===== config.mk =====
export PLATFORM = sky130hd
export DESIGN_NAME = lcd_controller_command_data_port
export DESIGN_NICKNAME = d
export VERILOG_FILES = /design/src/rtl/lcdc_pkg.sv /design/src/rtl/lcdc_ram.sv /design/src/rtl/lcdc_ctrl.sv /design/src/rtl/lcd_controller_command_data_port.sv
export SDC_FILE = /design/constraint.sdc
export NUM_CORES = 1
export LEC_CHECK = 0
export BUFFER_PORTS_ARGS = -buffer_cell sky130_fd_sc_hd__buf_2
export CAP_MARGIN = 20
export CORE_MARGIN = 4
export CORE_UTILIZATION = 39
export CTS_BUF_LIST = sky130_fd_sc_hd__clkbuf_8
export DETAILED_ROUTE_END_ITERATION = 10
export GPL_TIMING_DRIVEN = 0
export SYNTH_ARGS = -nofsm -noshare
export SYNTH_HDL_FRONTEND = slang
export SYNTH_SLANG_ARGS = --single-unit

===== constraint.sdc =====
create_clock -name clock -period 2.32 [get_ports clock]
set_input_delay 0.116 -clock clock [delete_from_list [all_inputs] [get_ports clock]]
set_output_delay 0.116 -clock clock [all_outputs]
set_load 0.05 [all_outputs]

===== src/rtl/lcdc_pkg.sv =====
`default_nettype none
// ----------------------------------------------------------------------------
// lcdc_pkg
// Shared constants and types of the LCD controller command/data port.
// ----------------------------------------------------------------------------
package lcdc_pkg;

   localparam int PAGE_COUNT   = 16;
   localparam int COLUMN_COUNT = 256;
   localparam int RAM_DEPTH    = PAGE_COUNT * COLUMN_COUNT;
   localparam int RAM_ADDR_W   = $clog2(RAM_DEPTH);

   localparam logic [5:0] CONTRAST_RESET = 6'h20;
   localparam logic [7:0] MUX_RESET      = 8'hA0;

   localparam logic OPERATION_COMMAND = 1'b0;
   localparam logic OPERATION_DATA    = 1'b1;

   // One display RAM write.
   typedef struct packed {
      logic       en;
      logic [3:0] page;
      logic [7:0] column;
      logic [7:0] data;
   } ram_wr_type;

   // One response, as delivered on the result channel.
   typedef struct packed {
      logic       redraw;
      logic       command_done;
      logic       ram_written;
      logic [3:0] write_page;
      logic [7:0] write_column;
      logic [5:0] contrast_level;
      logic [7:0] multiplex_ratio;
      logic [7:0] first_line;
      logic       remap_on;
   } result_type;

endpackage
`default_nettype wire


===== src/rtl/lcdc_ram.sv =====
`default_nettype none
// ----------------------------------------------------------------------------
// lcdc_ram
// Display RAM, one write port, with a clearing sweep after reset.
// ----------------------------------------------------------------------------
module lcdc_ram
   import lcdc_pkg::*;
(
   input  wire logic       clock,
   input  wire logic       reset,
   input  wire ram_wr_type wr,
   output logic            busy
);

   logic [7:0]            mem [RAM_DEPTH];
   logic [RAM_ADDR_W-1:0] clr_addr_ff;
   logic [RAM_ADDR_W-1:0] clr_addr_in;
   logic                  busy_ff;
   logic                  busy_in;
   logic [RAM_ADDR_W-1:0] wr_addr;

   // page stays below PAGE_COUNT on a write, so the truncated concat is in range
   assign wr_addr = RAM_ADDR_W'({wr.page, wr.column});
   assign busy    = busy_ff;

   always_comb begin
      clr_addr_in = clr_addr_ff;
      busy_in     = busy_ff;
      if (busy_ff) begin
         clr_addr_in = clr_addr_ff + 1'b1;
         if (clr_addr_ff == RAM_ADDR_W'(RAM_DEPTH - 1)) begin
            busy_in = 1'b0;
         end
      end
   end

   always_ff @(posedge clock) begin
      if (reset) begin
         busy_ff     <= 1'b1;
         clr_addr_ff <= '0;
      end else begin
         busy_ff     <= busy_in;
         clr_addr_ff <= clr_addr_in;
      end
   end

   always_ff @(posedge clock) begin
      if (busy_ff) begin
         mem[clr_addr_ff] <= 8'h00;
      end else if (wr.en) begin
         mem[wr_addr] <= wr.data;
      end
   end

endmodule
`default_nettype wire


===== src/rtl/lcdc_ctrl.sv =====
`default_nettype none
// ----------------------------------------------------------------------------
// lcdc_ctrl
// Command assembly, register updates and RAM write addressing.
// ----------------------------------------------------------------------------
module lcdc_ctrl
   import lcdc_pkg::*;
(
   input  wire logic       clock,
   input  wire logic       reset,
   input  wire logic       accept,
   input  wire logic       operation,
   input  wire logic [7:0] data_byte,
   output result_type      result,
   output ram_wr_type      ram_wr
);

   localparam logic [7:0] OP_COL_LOW_FIRST   = 8'h00;
   localparam logic [7:0] OP_COL_LOW_LAST    = 8'h0F;
   localparam logic [7:0] OP_COL_HIGH_FIRST  = 8'h10;
   localparam logic [7:0] OP_COL_HIGH_LAST   = 8'h17;
   localparam logic [7:0] OP_START_FIRST     = 8'h40;
   localparam logic [7:0] OP_START_LAST      = 8'h43;
   localparam logic [7:0] OP_MUX_FIRST       = 8'h48;
   localparam logic [7:0] OP_MUX_LAST        = 8'h4B;
   localparam logic [7:0] OP_CONTRAST        = 8'h81;
   localparam logic [7:0] OP_REMAP_OFF       = 8'hA0;
   localparam logic [7:0] OP_REMAP_ON        = 8'hA1;
   localparam logic [7:0] OP_PAGE_FIRST      = 8'hB0;
   localparam logic [7:0] OP_PAGE_LAST       = 8'hBF;
   localparam logic [7:0] OP_CLEAR           = 8'hE2;
   localparam logic [7:0] OP_TWO_A_FIRST     = 8'h40;
   localparam logic [7:0] OP_TWO_A_LAST      = 8'h4F;
   localparam logic [7:0] OP_TWO_B_FIRST     = 8'h60;
   localparam logic [7:0] OP_TWO_B_LAST      = 8'h63;
   localparam logic [7:0] OP_TWO_C_FIRST     = 8'h88;
   localparam logic [7:0] OP_TWO_C_LAST      = 8'h8F;
   localparam logic [7:0] OP_TWO_D_FIRST     = 8'hE8;
   localparam logic [7:0] OP_TWO_D_LAST      = 8'hE9;

   logic       pending_ff,  pending_in;
   logic [7:0] held_ff,     held_in;
   logic [3:0] page_ff,     page_in;
   logic [7:0] column_ff,   column_in;
   logic [7:0] start_ff,    start_in;
   logic [5:0] contrast_ff, contrast_in;
   logic [7:0] mux_ff,      mux_in;
   logic       remap_ff,    remap_in;

   logic       two_byte;
   logic       run;
   logic [7:0] op;
   logic [7:0] arg;
   logic       redraw;

   always_comb begin
      two_byte = 1'b0;
      case (data_byte) inside
         [OP_TWO_A_FIRST:OP_TWO_A_LAST],
         [OP_TWO_B_FIRST:OP_TWO_B_LAST],
         OP_CONTRAST,
         [OP_TWO_C_FIRST:OP_TWO_C_LAST],
         [OP_TWO_D_FIRST:OP_TWO_D_LAST]: two_byte = 1'b1;
         default:                        two_byte = 1'b0;
      endcase
   end

   always_comb begin
      pending_in  = pending_ff;
      held_in     = held_ff;
      page_in     = page_ff;
      column_in   = column_ff;
      start_in    = start_ff;
      contrast_in = contrast_ff;
      mux_in      = mux_ff;
      remap_in    = remap_ff;
      run         = 1'b0;
      op          = pending_ff ? held_ff : data_byte;
      arg         = pending_ff ? data_byte : 8'h00;
      redraw      = 1'b0;

      ram_wr.en     = 1'b0;
      ram_wr.page   = page_ff;
      ram_wr.column = column_ff;
      ram_wr.data   = data_byte;

      if (operation == OPERATION_DATA) begin
         ram_wr.en = accept && (int'(page_ff) < PAGE_COUNT);
         column_in = column_ff + 8'd1;
      end else if (pending_ff) begin
         pending_in = 1'b0;
         run        = 1'b1;
      end else if (two_byte) begin
         held_in    = data_byte;
         pending_in = 1'b1;
      end else begin
         held_in = data_byte;
         run     = 1'b1;
      end

      if (run) begin
         unique case (op) inside
            [OP_COL_LOW_FIRST:OP_COL_LOW_LAST]: begin
               column_in = {column_ff[7:5], op[3:0], 1'b0};
            end
            [OP_COL_HIGH_FIRST:OP_COL_HIGH_LAST]: begin
               column_in = {op[2:0], column_ff[4:1], 1'b0};
            end
            [OP_START_FIRST:OP_START_LAST]: begin
               redraw   = (arg != start_ff);
               start_in = arg;
            end
            [OP_MUX_FIRST:OP_MUX_LAST]: begin
               mux_in = arg;
            end
            OP_CONTRAST: begin
               contrast_in = arg[5:0];
            end
            OP_REMAP_OFF, OP_REMAP_ON: begin
               remap_in = op[0];
            end
            [OP_PAGE_FIRST:OP_PAGE_LAST]: begin
               page_in = op[3:0];
            end
            OP_CLEAR: begin
               page_in     = 4'd0;
               column_in   = 8'd0;
               start_in    = 8'd0;
               contrast_in = CONTRAST_RESET;
            end
            default: begin
            end
         endcase
      end

      result.redraw          = redraw;
      result.command_done    = run;
      result.ram_written     = ram_wr.en;
      result.write_page      = ram_wr.en ? page_ff : 4'd0;
      result.write_column    = ram_wr.en ? column_ff : 8'd0;
      result.contrast_level  = contrast_in;
      result.multiplex_ratio = mux_in;
      result.first_line      = start_in;
      result.remap_on        = remap_in;
   end

   always_ff @(posedge clock) begin
      if (reset) begin
         pending_ff  <= 1'b0;
         held_ff     <= 8'h00;
         page_ff     <= 4'd0;
         column_ff   <= 8'd0;
         start_ff    <= 8'd0;
         contrast_ff <= CONTRAST_RESET;
         mux_ff      <= MUX_RESET;
         remap_ff    <= 1'b0;
      end else if (accept) begin
         pending_ff  <= pending_in;
         held_ff     <= held_in;
         page_ff     <= page_in;
         column_ff   <= column_in;
         start_ff    <= start_in;
         contrast_ff <= contrast_in;
         mux_ff      <= mux_in;
         remap_ff    <= remap_in;
      end
   end

endmodule
`default_nettype wire


===== src/rtl/lcd_controller_command_data_port.sv =====
`default_nettype none
// ----------------------------------------------------------------------------
// lcd_controller_command_data_port
// Host command/data byte port of a small LCD controller.
// ----------------------------------------------------------------------------
// Response: registered, valid in the cycle after its request is accepted.
// Throughput: one request per cycle; the response register frees in the same
//   cycle it is taken; only the RAM sweep or a stalled response stalls it.
// Reset: synchronous, active high. After reset the display RAM is swept to
//   zero, one entry per cycle, all 4096 entries (PAGE_COUNT x COLUMN_COUNT);
//   req_stall stays high until the sweep ends.
// ----------------------------------------------------------------------------
module lcd_controller_command_data_port
   import lcdc_pkg::*;
(
   input  wire logic       clock,
   input  wire logic       reset,

   input  wire logic       req_valid,
   output logic            req_stall,
   input  wire logic       req_operation,
   input  wire logic [7:0] req_data_byte,

   output logic            rsp_valid,
   input  wire logic       rsp_stall,
   output logic            rsp_redraw,
   output logic            rsp_command_done,
   output logic            rsp_ram_written,
   output logic [3:0]      rsp_write_page,
   output logic [7:0]      rsp_write_column,
   output logic [5:0]      rsp_contrast_level,
   output logic [7:0]      rsp_multiplex_ratio,
   output logic [7:0]      rsp_first_line,
   output logic            rsp_remap_on
);

   logic       accept;
   logic       ram_busy;
   result_type result;
   ram_wr_type ram_wr;

   logic       rsp_valid_ff, rsp_valid_in;
   result_type rsp_ff;

   // Hold requests while the RAM sweep runs or a response waits unread.
   assign req_stall = ram_busy || (rsp_valid_ff && rsp_stall);
   assign accept    = req_valid && !req_stall;

   // Decode the byte, update the registers and form the RAM write.
   lcdc_ctrl u_ctrl (
      .clock     (clock),
      .reset     (reset),
      .accept    (accept),
      .operation (req_operation),
      .data_byte (req_data_byte),
      .result    (result),
      .ram_wr    (ram_wr)
   );

   // Display RAM; write-only from the host side.
   lcdc_ram u_ram (
      .clock (clock),
      .reset (reset),
      .wr    (ram_wr),
      .busy  (ram_busy)
   );

   // Advance the response register on accept, drop valid once taken.
   always_comb begin
      rsp_valid_in = rsp_valid_ff;
      if (accept) begin
         rsp_valid_in = 1'b1;
      end else if (rsp_valid_ff && !rsp_stall) begin
         rsp_valid_in = 1'b0;
      end
   end

   always_ff @(posedge clock) begin
      if (reset) begin
         rsp_valid_ff <= 1'b0;
      end else begin
         rsp_valid_ff <= rsp_valid_in;
      end
   end

   always_ff @(posedge clock) begin
      if (accept) begin
         rsp_ff <= result;
      end
   end

   assign rsp_valid           = rsp_valid_ff;
   assign rsp_redraw          = rsp_ff.redraw;
   assign rsp_command_done    = rsp_ff.command_done;
   assign rsp_ram_written     = rsp_ff.ram_written;
   assign rsp_write_page      = rsp_ff.write_page;
   assign rsp_write_column    = rsp_ff.write_column;
   assign rsp_contrast_level  = rsp_ff.contrast_level;
   assign rsp_multiplex_ratio = rsp_ff.multiplex_ratio;
   assign rsp_first_line      = rsp_ff.first_line;
   assign rsp_remap_on        = rsp_ff.remap_on;

   // No request gets through while the RAM is being cleared.
   a_no_accept_in_sweep: assert property (@(posedge clock) disable iff (reset)
      ram_busy |-> !accept)
      else $error("request accepted during RAM sweep");

   // An accepted request always yields a response in the next cycle.
   a_accept_gives_rsp: assert property (@(posedge clock) disable iff (reset)
      accept |=> rsp_valid)
      else $error("accepted request gave no response");

   // A data byte never completes a command.
   a_write_not_cmd: assert property (@(posedge clock) disable iff (reset)
      (rsp_valid && rsp_ram_written) |-> !rsp_command_done)
      else $error("RAM write flagged as command");

   // Redraw only comes with a completed command.
   a_redraw_done: assert property (@(posedge clock) disable iff (reset)
      (rsp_valid && rsp_redraw) |-> rsp_command_done)
      else $error("redraw without completed command");

endmodule
`default_nettype wire


==> flow_metrics.py <==
metrics = {
    "finish": {
        "synthToLayoutAreaGrowth_pct": 19.53,
        "layout.area.seq_sq_um": 2305,
        "antenna-diode-count": 0,
        "final_net_count": 557,
        "layout-drive-gt1-share_pct": 24.13,
        "instances_no_fill": 690,
        "fillerInstances": 1092,
        "multi_input_comb_area_sq_um": 2345,
    },
    "placement": {
        "final_hpwl_dp_mm": 8.609,
        "port_buffers": 49,
        "gpl.final_weighted_congestion": 0.8724,
        "dp_cells": 661,
        "post-place-ws_ps": -565.6,
    },
    "floorplanning": {
        "die-area_sq_um": 13910,
        "total_number_of_placement_rows": 39,
        "design.portCount": 53,
        "die_width_microns": 117.9,
        "die_h_microns": 117.9,
        "initial_utilization_pct": 40.59,
        "placeableCoreArea_sq_um": 11610,
    },
    "sta": {
        "fin_crit_ps": 2356,
        "timing.max_slew.rel_slack_pct": 53.50,
        "finalMaxSlewViolations": 0,
        "layout_worst_path_cycle_share_pct": 101.6,
        "hold_violations": 0,
        "grt_setup_unrepaired": "true",
        "finalSetupViolations": 11,
        "setup_slack_ps": -36.30,
        "tightest_slew_ps": 697.5,
        "clock.fmax_mhz": 424.4,
        "skew_ps": 16.06,
    },
    "yosys": {
        "yosys_cell_types": 63,
        "synthesis.yosys.warnings": 0,
        "synth.yosys.seq_area_share_pct": 48.83,
        "compound_gate_portion_of_the_synthesized_area_pct": 21.50,
        "synth_enable_flop_cells": 38,
        "synth_top_family_by_area": "compound AO/OA/AOI/OAI gates",
        "synthXorXnorAreaFrac_pct": 2.229,
        "synth-async-reset-ratio_pct": 0,
        "yosys_most_used_dff": "dfxtp_1",
        "synth_simple_gate_area_share_pct": 17.94,
        "synth.net_count": 484,
        "synthesis.area_sq_um": 4715,
        "ys_ff_latch": 96,
        "avgSynthCellArea_sq_um": 10.05,
        "share_of_cell_area_taken_by_muxes_after_synthesis_pct": 4.910,
        "yosys.area_share.adder_pct": 0.5308,
        "syn_inst": 469,
    },
    "clock_network": {
        "tritoncts_num_sinks": 96,
        "tritoncts.num_buffers": 9,
        "clk_latency_worst_skew_pair_ps": 380,
        "clock_slew_seen_by_the_registers_of_the_worst_setup_and_hold_paths_ps": 90,
        "htree_levels": 3,
        "ctsLongestPathBuffers": 2,
        "tritoncts": "yes",
        "ctsRootBufferMaster": "clkbuf_8",
    },
    "status": {
        "violated_checks": "negative setup slack",
        "status": "finished, violations left",
    },
    "routing": {
        "remaining_drc_errors": 0,
        "ant_nets": 0,
        "wire_per_inst_microns": 18.46,
        "dr.first_iter.drc_count": 325,
        "detail_route.wirelength_mm": 12.74,
        "drt_pass1_iterations": 7,
        "num_vias": 4133,
        "drt-vias-per-instance": 5.990,
    },
    "global_routing": {
        "number_of_global_route_vias_before_repair": 3965,
        "grt_pass1_wl_mm": 20.97,
        "gr-total-overflow": 0,
        "grt_start_max_net_pins": 48,
        "global_route.usage.total_pct": 18.58,
        "antenna_found_initial": 0,
    },
    "critical_path": {
        "worst_setup_path_end_kind": "flop",
        "slowest_stage": "or3_4",
        "start_kind": "flop",
        "worst-setup-path-type": "reg2reg",
        "cp_slowest_stage_delay_ps": 450,
        "worst-endpoint-required_ps": 2450,
        "cp_dominant_cell_by_count": "or3_4",
        "critical_path.cell_chain": "buf_6 > or3_4 > a222oi_1 > a21oi_1 > or3_4 > a22o_1",
        "worst-path-max-fanout": 8,
        "worst_ep_arrival_time_ps": 2490,
    },
    "run": {
        "drv_cap": 0,
    },
    "power": {
        "power.density_cell_area_nw_per_um2": 565.1,
        "irDropWorstVdd_v": 0.0002838,
        "leakage_power_of_the_design_nw": 1.996,
    },
    "min_path": {
        "tightest_hold_check_type": "in2reg",
    },
}
state kept, by name, indices dropped and copies added, names as in the netlist, 6 cells and up:
signal and count:
u_ram.clr_addr_ff 12, rsp_first_line 8, rsp_multiplex_ratio 8, rsp_write_column 8, u_ctrl.column_ff 8, u_ctrl.held_ff 8
u_ctrl.mux_ff 8, u_ctrl.start_ff 8, rsp_contrast_level 6, u_ctrl.contrast_ff 6
cell usage in the layout (no fill, tap or decap), types with 10 or more instances in the layout:
cell	count
dfxtp_1	56
buf_2	51
edfxtp_1	38
nor2_1	34
nand2_1	29
o21ai_0	27
a21oi_1	20
clkbuf_1	19
a22o_1	15
and3_1	15
nand4_1	14
inv_1	11
mux2i_1	10
clkbuf_8	10
cells in the mapped netlist, types with 4 or more instances:
cell type | number | share of area, %
nand3_1 | 8 | 0.85
a211oi_1 | 5 | 0.80
xor2_1 | 9 | 1.7
nand3b_1 | 7 | 1.1
a21oi_1 | 20 | 2.1
a22oi_1 | 4 | 0.64
o211ai_1 | 4 | 0.64
o2bb2ai_1 | 6 | 1.1
inv_1 | 11 | 0.88
nor3_1 | 7 | 0.74
and3_1 | 15 | 2.0
o21ai_0 | 27 | 2.9
nand2_1 | 29 | 2.3
nor4_1 | 4 | 0.53
a22o_1 | 15 | 2.8
dfxtp_1 | 58 | 25
or3_1 | 8 | 1.1
clkbuf_1 | 27 | 2.1
a32o_1 | 9 | 1.9
edfxtp_1 | 38 | 24
nor2b_1 | 4 | 0.53
mux2i_1 | 13 | 2.8
a311oi_1 | 6 | 1.1
nor2_1 | 36 | 2.9
mux2_2 | 5 | 1.2
o31ai_1 | 8 | 1.3
a31oi_1 | 6 | 0.80
nand4_1 | 14 | 1.9
where the power goes:
group	total, mW	switching, mW	internal [mW]
combinational	0.202	0.138	0.0642
sequential	1.76	0.0145	1.75
clock	1.22	0.610	0.609
total	3.18	0.762	2.42
final cells by class:
cell class / count / share of cell area, %
multi-input combinational: 327 / 41.61
sequential: 96 / 40.90
timing repair buffer: 64 / 6.727
tap: 143 / 3.175
buffer: 33 / 2.997
clock buffer: 9 / 2.198
clock inverter: 7 / 1.665
inverter: 11 / 0.7327
logic make-up (layout without fill, tap and decap cells):
kind of cell / after synthesis / count (layout)
AO/OA/AOI/OAI: 138 / 138
XOR/XNOR: 12 / 12
adder cells (fa/ha/maj): 2 / 2
buffers and inverters: 46 / 124
flip-flops: 96 / 96
multiplexers: 21 / 21
AND/OR/NAND/NOR: 154 / 154
per-stage QoR:
step           total power [mW]  setup TNS, ps  hold WS [ps]  utilization [%]  cell area [sq um]
2_1_floorplan             1.912         -416.7         260.8                -               4721
3_3_place_gp              1.972         -22540         381.9            44.30               5145
3_5_place_dp              1.977         -29300         397.6            44.30               5145
4_1_cts                   3.200         -364.5         183.4            47.64               5533
5_1_grt                   3.292         -573.5         194.8            48.52               5635
6_report                  3.185         -134.9         170.3            48.52               5635
timing repair:
item | in CTS | in global routing
hold buffers | 1 | 0
pin swaps | 10 | 19
hold endpoints to repair | 1 | 0
resized for setup | 20 | 31
setup endpoints to repair | 103 | 61
cloned | 1 | 0
buffers inserted | 10 | 3
worst paths after layout:
check | from | to | slack, ps | depth (start not counted)
min | reset | u_ctrl.column_ff[6] | 170 | 4
max | u_ctrl.pending_ff | rsp_first_line[4] | -40 | 6
min reg2reg | u_ctrl.mux_ff[0] | u_ctrl.mux_ff[0] | 490 | 2
max reg2reg | u_ctrl.pending_ff | rsp_first_line[4] | -40 | 6
per-layer routing:
layer | share of wire (%) | wire length (microns) | track usage [%]
met1 | 43 | 5506 | 24.76
met2 | 47 | 5993 | 28.60
met3 | 6.7 | 848 | 3.892
met4 | 3.0 | 388 | 9.231
met5 | 0 | 0 | 0
worst max-delay path, delay by kind of cell, from the launching register on:
family / cells / cell delay [ps]
AND/OR/NAND/NOR: 2 / 860
AO/OA/AOI/OAI: 3 / 800
flip-flops: 1 / 340
buffers and inverters: 1 / 130
No activity file was read; power rests on OpenSTA's default activity.
